### src/rtl/core/ipdf_pkg.sv
// ----------------------------------------------------------------------------
// ipdf_pkg
// Shared types and constants for the IPD frame deframer.
// ----------------------------------------------------------------------------
package ipdf_pkg;

   // Parser phase
   typedef enum logic [2:0] {
      PH_I,
      PH_P,
      PH_D,
      PH_COMMA,
      PH_CHAN,
      PH_CHAN_SEP,
      PH_LEN,
      PH_DATA
   } phase_type;

   // Result kinds
   typedef enum logic [1:0] {
      KIND_PAYLOAD  = 2'd0,
      KIND_EMPTY    = 2'd1,
      KIND_BAD_SEP  = 2'd2,
      KIND_LEN_REJ  = 2'd3
   } kind_type;

   // One result item
   typedef struct packed {
      kind_type   kind;
      logic [7:0] payload_byte;
      logic [7:0] channel_id;
      logic [9:0] frame_length;
      logic       last;
   } rsp_type;

   // Register indexes (byte address bit 2)
   localparam logic REG_CHANNEL_PRESENT = 1'b0;
   localparam logic REG_MAX_PAYLOAD     = 1'b1;

   localparam logic       CHANNEL_PRESENT_RST = 1'b1;
   localparam logic [9:0] MAX_PAYLOAD_RST     = 10'd999;

   // Header and separator characters
   localparam logic [7:0] CH_I     = 8'h49;
   localparam logic [7:0] CH_P     = 8'h50;
   localparam logic [7:0] CH_D     = 8'h44;
   localparam logic [7:0] CH_COMMA = 8'h2C;
   localparam logic [7:0] CH_COLON = 8'h3A;
   localparam logic [7:0] CH_MINUS = 8'h2D;
   localparam logic [7:0] CH_PLUS  = 8'h2B;
   localparam logic [7:0] CH_ZERO  = 8'h30;
   localparam logic [7:0] CH_NINE  = 8'h39;
   localparam logic [7:0] CH_SPACE = 8'h20;
   localparam logic [7:0] CH_TAB   = 8'h09;
   localparam logic [7:0] CH_CR    = 8'h0D;

endpackage

### src/rtl/core/ipd_frame_deframer.sv
// ----------------------------------------------------------------------------
// ipd_frame_deframer
// Extracts +IPD style frames from a received modem byte stream.
// ----------------------------------------------------------------------------
//
//  channel  | direction | handshake            | payload
//  ---------+-----------+----------------------+---------------------------------
//  req      | in        | req_valid/req_stall  | req_rx_byte
//  rsp      | out       | rsp_valid/rsp_stall  | rsp_kind, rsp_payload_byte,
//           |           |                      | rsp_channel_id, rsp_frame_length,
//           |           |                      | rsp_last
//  csr      | in/out    | psel/penable/pready  | paddr, pwdata, prdata
//
//  One request per cycle while req_stall is low: each byte is one parser step,
//  fully resolved in the cycle it is accepted; the result (if any) lands in
//  the first free output entry. A two-entry output (result register plus skid
//  register) decouples the sides: req_stall is simply "skid full", so it is
//  registered and bytes keep flowing while a single result waits on rsp_stall.
//  Reset (synchronous, active high) returns the parser to hunting for I,
//  empties both output entries and restores the register defaults.
//  No clearing pass; the block takes requests the cycle after reset drops.
// ----------------------------------------------------------------------------
module ipd_frame_deframer
   import ipdf_pkg::*;
#(
   parameter int LEN_CHARS = 3          // length characters, 1..4
) (
   input  logic        clock,
   input  logic        reset,

   input  logic        req_valid,
   output logic        req_stall,
   input  logic [7:0]  req_rx_byte,

   output logic        rsp_valid,
   input  logic        rsp_stall,
   output logic [1:0]  rsp_kind,
   output logic [7:0]  rsp_payload_byte,
   output logic [7:0]  rsp_channel_id,
   output logic [9:0]  rsp_frame_length,
   output logic        rsp_last,

   input  logic        psel,
   input  logic        penable,
   input  logic        pwrite,
   input  logic [2:0]  paddr,
   input  logic [31:0] pwdata,
   output logic [31:0] prdata,
   output logic        pready
);

   // Accumulator holds up to 10^LEN_CHARS - 1 (< 16^LEN_CHARS), and at least
   // the width of max_payload so the limit compare is direct.
   localparam int ACC_W = (4 * LEN_CHARS > 10) ? 4 * LEN_CHARS : 10;
   localparam int CNT_W = $clog2(LEN_CHARS + 1);

   // ---------------------------------------------------------------- config
   logic       chan_present_ff;
   logic [9:0] max_payload_ff;
   logic       csr_write;

   assign pready    = 1'b1;
   assign csr_write = psel && penable && pwrite;

   always_ff @(posedge clock) begin
      if (reset) begin
         chan_present_ff <= CHANNEL_PRESENT_RST;
         max_payload_ff  <= MAX_PAYLOAD_RST;
      end else if (csr_write) begin
         if (paddr[2] == REG_CHANNEL_PRESENT) begin
            chan_present_ff <= pwdata[0];
         end else begin
            max_payload_ff <= pwdata[9:0];
         end
      end
   end

   always_comb begin
      if (paddr[2] == REG_MAX_PAYLOAD) begin
         prdata = {22'd0, max_payload_ff};
      end else begin
         prdata = {31'd0, chan_present_ff};
      end
   end

   // ---------------------------------------------------------- parser state
   phase_type        phase_ff, phase_in;
   logic [CNT_W-1:0] cnt_ff, cnt_in;
   logic [ACC_W-1:0] acc_ff, acc_in;
   logic             neg_ff, neg_in;
   logic             stop_ff, stop_in;     // first non-digit seen
   logic             start_ff, start_in;   // sign, digit or stop character seen
   logic [7:0]       chan_ff, chan_in;
   logic [9:0]       left_ff, left_in;     // payload bytes still to come
   logic [9:0]       flen_ff, flen_in;

   // Output register and skid register
   logic             out_valid_ff, out_valid_in;
   rsp_type          out_ff, out_in;
   logic             skid_valid_ff, skid_valid_in;
   rsp_type          skid_ff, skid_in;

   logic             req_fire;
   logic             out_take;
   logic             res_valid;
   rsp_type          res;

   assign req_stall = skid_valid_ff;
   assign req_fire  = req_valid && !skid_valid_ff;
   assign out_take  = out_valid_ff && !rsp_stall;

   // ---------------------------------------------- length character decode
   logic [7:0]       c;
   logic             c_colon, c_digit, c_space;
   logic [CNT_W-1:0] cnt_upd;
   logic [ACC_W-1:0] acc_upd;
   logic             neg_upd, stop_upd, start_upd;
   logic [ACC_W-1:0] fin_acc;
   logic             fin_neg;
   logic             len_end;
   logic             len_reject;

   assign c       = req_rx_byte;
   assign c_colon = (c == CH_COLON);
   assign c_digit = (c >= CH_ZERO) && (c <= CH_NINE);
   assign c_space = (c == CH_SPACE) || ((c >= CH_TAB) && (c <= CH_CR));
   assign cnt_upd = cnt_ff + CNT_W'(1);

   // atoi-style: skip leading space, one optional sign, digits until a stop
   always_comb begin
      acc_upd   = acc_ff;
      neg_upd   = neg_ff;
      stop_upd  = stop_ff;
      start_upd = start_ff;
      if (!stop_ff) begin
         if (!start_ff && c_space) begin
            start_upd = 1'b0;
         end else if (!start_ff && c == CH_MINUS) begin
            start_upd = 1'b1;
            neg_upd   = 1'b1;
         end else if (!start_ff && c == CH_PLUS) begin
            start_upd = 1'b1;
         end else if (c_digit) begin
            start_upd = 1'b1;
            // acc*10 + digit, as shifts; fits by choice of ACC_W
            acc_upd   = (acc_ff << 3) + (acc_ff << 1) + ACC_W'(c[3:0]);
         end else begin
            start_upd = 1'b1;
            stop_upd  = 1'b1;
         end
      end
   end

   assign fin_acc    = c_colon ? acc_ff : acc_upd;
   assign fin_neg    = c_colon ? neg_ff : neg_upd;
   assign len_end    = c_colon || (cnt_upd == CNT_W'(LEN_CHARS));
   assign len_reject = (fin_neg && fin_acc != '0) ||
                       (fin_acc > ACC_W'(max_payload_ff));

   // ------------------------------------------------------- next state
   always_comb begin
      phase_in = phase_ff;
      cnt_in   = cnt_ff;
      acc_in   = acc_ff;
      neg_in   = neg_ff;
      stop_in  = stop_ff;
      start_in = start_ff;
      chan_in  = chan_ff;
      left_in  = left_ff;
      flen_in  = flen_ff;

      res_valid        = 1'b0;
      res.kind         = KIND_PAYLOAD;
      res.payload_byte = 8'd0;
      res.channel_id   = chan_ff;
      res.frame_length = 10'd0;
      res.last         = 1'b1;

      if (req_fire) begin
         unique case (phase_ff)
            PH_I: begin
               if (c == CH_I) phase_in = PH_P;
            end
            PH_P: begin
               phase_in = (c == CH_P) ? PH_D : PH_I;
            end
            PH_D: begin
               phase_in = (c == CH_D) ? PH_COMMA : PH_I;
            end
            PH_COMMA: begin
               if (c != CH_COMMA) begin
                  phase_in = PH_I;
               end else begin
                  chan_in  = 8'd0;
                  cnt_in   = '0;
                  acc_in   = '0;
                  neg_in   = 1'b0;
                  stop_in  = 1'b0;
                  start_in = 1'b0;
                  phase_in = chan_present_ff ? PH_CHAN : PH_LEN;
               end
            end
            PH_CHAN: begin
               chan_in  = c;
               phase_in = PH_CHAN_SEP;
            end
            PH_CHAN_SEP: begin
               if (c != CH_COMMA) begin
                  phase_in  = PH_I;
                  res_valid = 1'b1;
                  res.kind  = KIND_BAD_SEP;
               end else begin
                  phase_in = PH_LEN;
               end
            end
            PH_LEN: begin
               cnt_in   = cnt_upd;
               acc_in   = acc_upd;
               neg_in   = neg_upd;
               stop_in  = stop_upd;
               start_in = start_upd;
               if (len_end) begin
                  if (len_reject) begin
                     phase_in  = PH_I;
                     res_valid = 1'b1;
                     res.kind  = KIND_LEN_REJ;
                  end else if (fin_acc == '0) begin
                     phase_in  = PH_I;
                     res_valid = 1'b1;
                     res.kind  = KIND_EMPTY;
                  end else begin
                     // not rejected, so it fits in 10 bits
                     phase_in = PH_DATA;
                     flen_in  = fin_acc[9:0];
                     left_in  = fin_acc[9:0];
                  end
               end
            end
            PH_DATA: begin
               left_in          = left_ff - 10'd1;
               res_valid        = 1'b1;
               res.kind         = KIND_PAYLOAD;
               res.payload_byte = c;
               res.frame_length = flen_ff;
               res.last         = (left_ff == 10'd1);
               if (left_ff == 10'd1) phase_in = PH_I;
            end
            default: begin
               phase_in = PH_I;
            end
         endcase
      end
   end

   // ------------------------------------------------------- output buffering
   always_comb begin
      out_valid_in  = out_valid_ff;
      out_in        = out_ff;
      skid_valid_in = skid_valid_ff;
      skid_in       = skid_ff;
      if (skid_valid_ff) begin
         // no request taken this cycle; drain skid into the output slot
         if (out_take) begin
            out_in        = skid_ff;
            skid_valid_in = 1'b0;
         end
      end else if (res_valid) begin
         if (!out_valid_ff || out_take) begin
            out_valid_in = 1'b1;
            out_in       = res;
         end else begin
            skid_valid_in = 1'b1;
            skid_in       = res;
         end
      end else if (out_take) begin
         out_valid_in = 1'b0;
      end
   end

   always_ff @(posedge clock) begin
      if (reset) begin
         phase_ff      <= PH_I;
         cnt_ff        <= '0;
         acc_ff        <= '0;
         neg_ff        <= 1'b0;
         stop_ff       <= 1'b0;
         start_ff      <= 1'b0;
         chan_ff       <= 8'd0;
         left_ff       <= 10'd0;
         flen_ff       <= 10'd0;
         out_valid_ff  <= 1'b0;
         skid_valid_ff <= 1'b0;
      end else begin
         phase_ff      <= phase_in;
         cnt_ff        <= cnt_in;
         acc_ff        <= acc_in;
         neg_ff        <= neg_in;
         stop_ff       <= stop_in;
         start_ff      <= start_in;
         chan_ff       <= chan_in;
         left_ff       <= left_in;
         flen_ff       <= flen_in;
         out_valid_ff  <= out_valid_in;
         skid_valid_ff <= skid_valid_in;
      end
   end

   always_ff @(posedge clock) begin
      out_ff  <= out_in;
      skid_ff <= skid_in;
   end

   assign rsp_valid        = out_valid_ff;
   assign rsp_kind         = out_ff.kind;
   assign rsp_payload_byte = out_ff.payload_byte;
   assign rsp_channel_id   = out_ff.channel_id;
   assign rsp_frame_length = out_ff.frame_length;
   assign rsp_last         = out_ff.last;

   // ------------------------------------------------------------ assertions
   // skid only fills behind a held result
   a_skid_behind_out: assert property (@(posedge clock) disable iff (reset)
      skid_valid_ff |-> out_valid_ff)
      else $error("skid entry without output entry");

   // a payload phase always has bytes outstanding
   a_data_left: assert property (@(posedge clock) disable iff (reset)
      (phase_ff == PH_DATA) |-> (left_ff != 10'd0))
      else $error("payload phase with zero bytes left");

   // non-payload results carry no byte and no length, and end the frame
   a_nonpayload_clean: assert property (@(posedge clock) disable iff (reset)
      (rsp_valid && rsp_kind != KIND_PAYLOAD) |->
      (rsp_payload_byte == 8'd0 && rsp_frame_length == 10'd0 && rsp_last))
      else $error("malformed non-payload result");

   // a stalled result is not dropped
   a_hold_on_stall: assert property (@(posedge clock) disable iff (reset)
      (rsp_valid && rsp_stall) |=> rsp_valid)
      else $error("result lost under stall");

   // a byte accepted while the skid is full would be lost
   a_no_accept_full: assert property (@(posedge clock) disable iff (reset)
      skid_valid_ff |-> !req_fire)
      else $error("request taken with full skid");

endmodule
### config.mk
export PLATFORM = sky130hd
export DESIGN_NAME = ipd_frame_deframer
export DESIGN_NICKNAME = d
export VERILOG_FILES = /design/src/rtl/core/ipdf_pkg.sv /design/src/rtl/core/ipd_frame_deframer.sv
export SDC_FILE = /design/constraint.sdc
export NUM_CORES = 1
export LEC_CHECK = 0
export ABC_CLOCK_PERIOD_IN_PS = 19100
export BUFFER_PORTS_ARGS = -buffer_cell sky130_fd_sc_hd__buf_2
export CORE_UTILIZATION = 60
export DETAILED_ROUTE_END_ITERATION = 6
export PLACE_DENSITY = 0.85
export SYNTH_ARGS = -nofsm -noshare
export SYNTH_HDL_FRONTEND = slang
export SYNTH_SLANG_ARGS = --single-unit
export TNS_END_PERCENT = 50
### constraint.sdc
create_clock -name clock -period 19.1 [get_ports clock]
set_input_delay 0.955 -clock clock [delete_from_list [all_inputs] [get_ports clock]]
set_output_delay 0.955 -clock clock [all_outputs]
set_load 0.05 [all_outputs]
==> results of run 1 <==
## cells in the final DEF (no fill, tap or decap), types with 4 or more instances in the layout
cell type,n
nor2_1,74
buf_2,66
dfxtp_1,61
edfxtp_1,58
nand2_1,56
o21ai_0,32
ha_1,31
a21oi_1,27
inv_1,27
nor3_1,26
a21o_1,25
conb_1,23
a22oi_1,20
and2_1,18
clkbuf_16,16
nand3_1,15
o211ai_1,11
mux2_2,10
a31oi_1,10
or3_1,7
nor4_1,7
nand4_1,6
nand2b_1,5
clkinv_2,5
buf_4,5
xnor2_1,4
nor2b_1,4
clkinv_4,4
## registers in the layout, indices dropped and copies added (netlist names), 10 cells and up
| name | flops |
|---|---|
| acc_ff | 12 |
| rsp_frame_length | 10 |
| flen_ff | 10 |
| left_ff | 10 |
| max_payload_ff | 10 |
| skid_ff | 29 |
## worst paths after layout
check / from / cells past startpoint / slack [ns] / to
setup / recovery: req_rx_byte[3] / 19 / 13.63 / skid_ff[14]$_DFFE_PP_
hold / removal: max_payload_ff[3]$_SDFFE_PP0P_ / 2 / 0.47 / max_payload_ff[3]$_SDFFE_PP0P_
setup reg to reg: acc_ff[2]$_SDFFE_PP0P_ / 18 / 13.89 / skid_ff[14]$_DFFE_PP_
hold reg to reg: max_payload_ff[3]$_SDFFE_PP0P_ / 2 / 0.47 / max_payload_ff[3]$_SDFFE_PP0P_
## kinds of logic after synthesis
kind of cell | after synthesis
AO/OA/AOI/OAI | 171
XOR/XNOR | 5
adder cells (fa/ha/maj) | 33
buffers and inverters | 81
flip-flops | 119
multiplexers | 12
other | 2
AND/OR/NAND/NOR | 239
## power breakdown
part / internal [W] / switching, W / leakage [nW]
Combinational: 0.00000638 / 0.0000260 / 1.77
Clock: 0.000172 / 0.000117 / 0.264
Sequential: 0.000266 / 0.000000967 / 1.00
## area by class of cell
cell class / instances / share of cell area
inverters: 28 / 0.0144
flip-flops and latches: 119 / 0.407
multi-input cells: 483 / 0.430
repair buffers: 71 / 0.0506
clock inverters: 15 / 0.0179
well taps: 136 / 0.0234
clock buffers: 17 / 0.0569
## stage by stage
step	total power (W)	worst slack (ns)	instances
2_1_floorplan	0.000301	12.27	683
3_3_place_gp	0.000304	13.32	837
3_5_place_dp	0.000304	13.25	837
4_1_cts	0.000592	13.74	869
5_1_grt	0.000606	13.42	869
6_report	0.000589	13.63	869
## routing by layer
layer	part of all wire	wire, µm	global-route usage	vias to the layer above
met2	0.48	7280	0.468	253
met3	0.076	1140	0.0730	37
met1	0.41	6190	0.347	2520
li1	-	-	-	2493
met5	0	0	0	-
met4	0.028	422	0.133	0
## synthesized netlist by cell type, drive strengths merged (5+ instances only)
library cell	count	area, µm²
clkbuf	26	98.8
nor4	7	43.8
nor2	77	299
nand2	57	221
inv	27	101
buf	27	198
o21ai	33	176
and2	18	113
nand2b	5	31.3
a22oi	20	150
o211ai	12	104
edfxtp	58	1740
ha	31	388
nor3	28	156
nand4	6	37.5
a221oi	5	56.3
a31oi	11	75.1
or3	7	43.8
a21o	27	211
mux2	10	113
dfxtp	61	1220
nand3	16	85.1
a21oi	28	144
## worst reg2reg max path, cell delays in order (launching register included)
cell and delay [ns]:
dfxtp_1 0.42, inv_1 0.11, fa_1 0.49, inv_1 0.07, ha_1 0.29, nand3_1 0.13
and3b_2 0.24, o31ai_1 0.70, ha_1 0.39, a21oi_1 0.15, nor2b_1 0.06, o21ai_0 0.17
a31oi_1 0.21, a211oi_4 0.53, o211a_1 0.32, o22ai_1 0.14, nand2_1 0.18, nor2_2 0.08
buf_4 0.25
==> impl_results.md, run 1 <==
- Post-synth cell types: 80
- GRT Total Usage: 0.284
- Die Y: 105 µm
- # setup viols final: 0
- Via density: around 6
- Worst skew pair latency: roughly 0.52 ns
- Area Overhead vs Synth: 13.6%
- Post-synthesis simple-gate area fraction: 0.181
- Synth Cell Area: ~6400 µm²
- Clk slew on worst S/H paths: about 0.060 ns
- Instance count of the mapped netlist: ~660
- Fmax: approximately 180 MHz
- Worst Clk Skew: between 0.007 and 0.008 ns
- Worst vdd ir: around 0.049 mV
- Post-CTS Setup Bufs: 0
- Largest net degree at the start of global routing: 54
- Layout cells sized above 1: 0.190
- Largest delay share family, worst path: compound AO/OA/AOI/OAI gates
- Compound-Gate Fraction of Synth Area: 0.196
- Required time worst endpoint: between 15 and 20 ns
- Clk sinks: 119
- Gr ovfl total: 0
- Outcome: complete, no violations
- Placer Congestion: about 0.93
- Part of the Yosys area used for sequential elements: 0.463
- WP buf/inv: 4
- Final period utilization: 0.286
- CP peak stage delay: between 0.6 and 0.7 ns
- DR vias: 5303
- RSZ-0062 raised after global routing: no
- Slew @ Worst Pin: about 1.2 ns
- Core Util, Final: 0.705
- WP data arrival: ~5.7 ns
- Number of max-cap violations: 0
- CTS resizes: 0
- DRT Wirelength: approximately 15 mm
- Xor and xnor area share after synthesis: 0.00898
- Initial Util: 0.621
- Synth async-reset ratio: 0
- Crit path kind: input pin to flop
- Die Span X: between 100 and 150 µm
- CTS Buf Count: 17
- Adder-cell share of the synthesized area: 0.0668
- Nets: about 800
- Count of pins over their slew limit: 0
- H-Tree Depth: 4
- Detailed placement HPWL: between 10 and 15 mm
- Remaining antenna violation count: 0
- Post-route minimum period: 5.47 ns
- Largest family of logic cells by synthesized area: compound AO/OA/AOI/OAI gates
- DR iter-0 viols: roughly 480
- Multi-input gate area: 3130 µm²
- Design Area, Final: a little over 7000 µm²
- CTS tree: yes
- PwrDens: ~80 nW/µm²
- Initial antenna violation count: 0
- Post-synth top flop: dfxtp_1
- DRC violations left: 0
- Final hold vios: 0
- Worst Hold Class: flop to flop
- Crit-path max FO: 27
- Startpoint class of the critical path: input pin
- Hold_ws: 0.465 ns
- Cells along the critical path: buf_2, inv_1, fa_1, inv_1, ha_1, nand3_1, and3b_2, o31ai_1, ha_1, a21oi_1, nor2b_1, o21ai_0, a31oi_1, a211oi_4, o211a_1, o22ai_1, nand2_1, nor2_2, buf_4
- Type of destination of the critical path: flop
- Reg area: between 2000 and 3000 µm²
- Slowest CP cell: o31ai_1
- Clock root buffer master: clkbuf_8
- Drt first pass iters: 6
- WL per Instance: approximately 17 µm
- Worst relative slew slack: 0.210
- Global-route wire length before repair: 24.4 mm
- Area of the die: around 11000 µm²
- FF+latch count, synth: 119
- Avg Cell Area, Syn: a little under 10 µm²
- ANT cells: 0
- Post-synthesis mux area share: 0.0207
- Count of flip-flops with a built-in enable after synthesis: between 50 and 60
- Vias in the first global route: between 5000 and 6000
- Max Buffers Root-to-Sink: 2
- Hold-fix buffers, CTS: 0
- Yosys warnings: 0
- Final setup TNS: 0 ns
- Leak Pwr: 3.04 nW
- Core area: between 10000 and 15000 µm²
- Dpl cell area: 6730 µm²
- I/O pins: roughly 110
- Fill cells: a little under 800
- Port bufs: 66
- FP Rows: 37
Note: power is estimated with default switching activity, not from simulation.
==> run 2, diff against run 1 <==
ABC_CLOCK_PERIOD_IN_PS = 4800   (was 19100)
CORE_UTILIZATION = 51   (was 60)
PLACE_DENSITY = 0.77   (was 0.85)
clock period = 4.8 ns   (was 19.1 ns; I/O delays follow)
==> run 2 against run 1 <==
Net effect: combinational power grew to 4.0 times the previous value; first-iteration DRC count grew 5.6%; hold slack lost 0.42 ns; non-clock buffer count grew 17; power grew to 4.1 times the previous value; clock power grew to 4.3 times the previous value; critical path depth shrank 1; global-route usage shrank 5.4 points; register-to-register slack lost 14 ns; flip-flop and latch count is the same; sequential share of layout area shrank 1.4 points; largest power group unchanged.
==> impl_results.md, run 2 (synthesis gave the netlist of run 1 again) <==
- Clock root buffer master: clkbuf_16 (was clkbuf_8)
- Layout cells sized above 1: 0.209 (was 0.190)
- ANT cells: 0 (unchanged)
- Reg2reg end: rsp_frame_length[7]$_DFFE_PP_ (was skid_ff[14]$_DFFE_PP_)
- Nets: 820 (was 803)
- Hold EP: max_payload_ff[1]$_SDFFE_PP1P_ (was max_payload_ff[3]$_SDFFE_PP0P_)
- Hold-fix buffers, CTS: 0 (unchanged)
- Worst vdd ir: 0.168 mV (was 0.0485 mV)
- Startpoint class of the critical path: flop (was input pin)
- Cells along the critical path: inv_1, fa_1, inv_1, fa_1, a21o_2, a221oi_2, xnor2_1, mux2_2, ha_1, o21a_1, o32ai_1, a31oi_1, a211oi_4, o211a_1, o22ai_1, nand2_2, a21boi_4, buf_12 (was buf_2, inv_1, fa_1, inv_1, ha_1, nand3_1, and3b_2, o31ai_1, ha_1, a21oi_1, nor2b_1, o21ai_0, a31oi_1, a211oi_4, o211a_1, o22ai_1, nand2_1, nor2_2, buf_4)
- Core area: 12100 µm² (was 10300 µm²)
- Drt first pass iters: 5 (was 6)
- Remaining antenna violation count: 0 (unchanged)
- Crit path kind: flop to flop (was input pin to flop)
- Final WS setup: 0.228 ns (was 13.63 ns)
- Area Overhead vs Synth: 17.5% (was 13.6%)
- PwrDens: 323 nW/µm² (was 80.9 nW/µm²)
- Largest delay share family, worst path: compound AO/OA/AOI/OAI gates (unchanged)
- Gr ovfl total: 0 (unchanged)
- Worst Hold Class: input pin to flop (was flop to flop)
- Area of the die: 13000 µm² (was 11100 µm²)
- Top flop regs: skid_ff (29), acc_ff (12) (unchanged)
- Hold_ws: 0.0481 ns (was 0.465 ns)
- DRT Wirelength: 14.4 mm (was 15.0 mm)
- FP Rows: 40 (was 37)
- CP peak stage delay: 0.52 ns (was 0.69 ns)
- Commonest non-fill, non-tap cell in the layout: nor2_1 (unchanged)
- WL per Instance: 15.7 µm (was 17.3 µm)
- GRT Total Usage: 0.230 (was 0.284)
- H-Tree Depth: 4 (unchanged)
- Most frequent cells in the layout: 74 x nor2_1, 66 x buf_2, 61 x dfxtp_1 (unchanged)
- Register with the most flip-flops: skid_ff (unchanged)
- Initial antenna violation count: 0 (unchanged)
- Clk slew on worst S/H paths: 0.05 ns (was 0.06 ns)
- DR iter-0 viols: 508 (was 481)
- Vias in the first global route: 4821 (was 5089)
- Via density: 5.72 (was 6.10)
- Leak Pwr: 3.17 nW (was 3.04 nW)
- Hold Startpoint: pwdata[1] (was max_payload_ff[3]$_SDFFE_PP0P_)
- Detailed placement HPWL: 10.3 mm (was 10.2 mm)
- Die Y: 114 µm (was 105 µm)
- Placer Congestion: 0.928 (was 0.926)
- Fill cells: 1023 (was 773)
- Slew @ Worst Pin: 1.21 ns (was 1.18 ns)
- Largest net degree at the start of global routing: 54 (unchanged)
- Worst Clk Skew: 0.00855 ns (was 0.00733 ns)
- Crit-path max FO: 29 (was 27)
- Clk sinks: 119 (unchanged)
- Worst relative slew slack: 0.193 (was 0.210)
- Die Span X: 114 µm (was 105 µm)
- # setup viols final: 0 (unchanged)
- Dpl ws: 0.166 ns (was 13.25 ns)
- Final period utilization: 0.953
- DR vias: 5252 (was 5303)
- Hold depth: 3 (was 2)
- Type of destination of the critical path: flop (unchanged)
- Multi-input gate area: 3140 µm² (was 3130 µm²)
- Outcome: complete, no violations (unchanged)
- Fmax: roughly 220 MHz
- Post-route minimum period: roughly 4.6 ns
- Count of pins over their slew limit: 0 (unchanged)
- Reg area: 2960 µm² (unchanged)
- WP data arrival: 4.69 ns (was 5.71 ns)
- Port bufs: 66 (unchanged)
- Worst skew pair latency: 0.42 ns (was 0.52 ns)
- Worst r2r src: acc_ff[0]$_SDFFE_PP0P_ (was acc_ff[2]$_SDFFE_PP0P_)
- Reg2reg path depth: 18 (unchanged)
- Reg2reg setup slack: 0.23 ns (was 13.89 ns)
- Slowest CP cell: fa_1 (was o31ai_1)
- Max reg flops: 29 (unchanged)
- WP buf/inv: 3 (was 4)
- Number of max-cap violations: 0 (unchanged)
- CTS tree: yes (unchanged)
- Required time worst endpoint: 4.91 ns (was 19.34 ns)
- Global-route wire length before repair: 23.2 mm (was 24.4 mm)
- CTS Buf Count: 17 (unchanged)
- I/O pins: 114 (unchanged)
- Final hold vios: 0 (unchanged)
- Core Util, Final: 0.621 (was 0.705)
- Initial Util: 0.529 (was 0.621)
- Max Buffers Root-to-Sink: 2 (unchanged)
- Power consumption: 0.00243 W (was 0.000589 W)
- DRC violations left: 0 (unchanged)
run 2: cell count changes in the layout (fill, tap and decap cells not counted), sizes merged:
cell,change
buf,+17
clkbuf,+1
clkinv,+1
clkinvlp,-2
inv,-1
bufinv,+1
run 2: per-layer routing:
metal,vias to the layer above,part of all wire,GRT usage
met5,-,0,0
met2,228,0.48,0.379
li1,2536,-,-
met1,2454,0.42,0.288
met4,0,0.025,0.0952
met3,34,0.073,0.0582
run 2: worst register-to-register path, delay by kind of cell, from the launching register on:
family	cells	cell delay, ns
compound gates	9	1.70
xor+xnor	1	0.09
fa+ha+maj	3	1.28
buf+inv	3	0.37
flops	1	0.39
mux	1	0.28
simple gates	1	0.14
run 2: cell type report:
cell class / count / area share
clock buffers: 18 / 0.0583
clock inverters: 14 / 0.0203
well taps: 168 / 0.0279
multi-input cells: 483 / 0.417
flip-flops and latches: 119 / 0.394
repair buffers: 88 / 0.0691
inverters: 28 / 0.0140
run 2: what timing repair did:
action | CTS | global route
endpoints found under the hold margin | 0 | 0
setup endpoints to repair | 0 | 30
gates resized for setup | 0 | 1
setup buffers | 0 | 5
run 2: how the worst max path moves through the flow:
stage / from / endpoint / cells after the start
after floorplan: acc_ff[0]$_SDFFE_PP0P_ / skid_ff[0]$_DFFE_PP_ / 17
after global placement: req_rx_byte[3] / rsp_frame_length[5]$_DFFE_PP_ / 19
after detailed placement: req_rx_byte[3] / rsp_frame_length[7]$_DFFE_PP_ / 19
after CTS: acc_ff[0]$_SDFFE_PP0P_ / rsp_frame_length[7]$_DFFE_PP_ / 18
after global routing: acc_ff[0]$_SDFFE_PP0P_ / rsp_frame_length[5]$_DFFE_PP_ / 18
final: acc_ff[0]$_SDFFE_PP0P_ / rsp_frame_length[7]$_DFFE_PP_ / 18
run 2: per-stage QoR:
step / instance area, µm² / TNS, ns / cells
6_report: 7530 / 0 / 918
5_1_grt: 7530 / -0.000973 / 918
4_1_cts: 7490 / 0 / 913
3_5_place_dp: 6900 / 0 / 881
3_3_place_gp: 6900 / 0 / 881
2_1_floorplan: 6500 / 0 / 683
run 2: where the power goes:
part           internal (W)  leakage, nW  switching [W]
sequential          0.00106         1.00     0.00000383
clock              0.000779        0.290       0.000460
combinational     0.0000263         1.88       0.000103
total               0.00186         3.17       0.000567
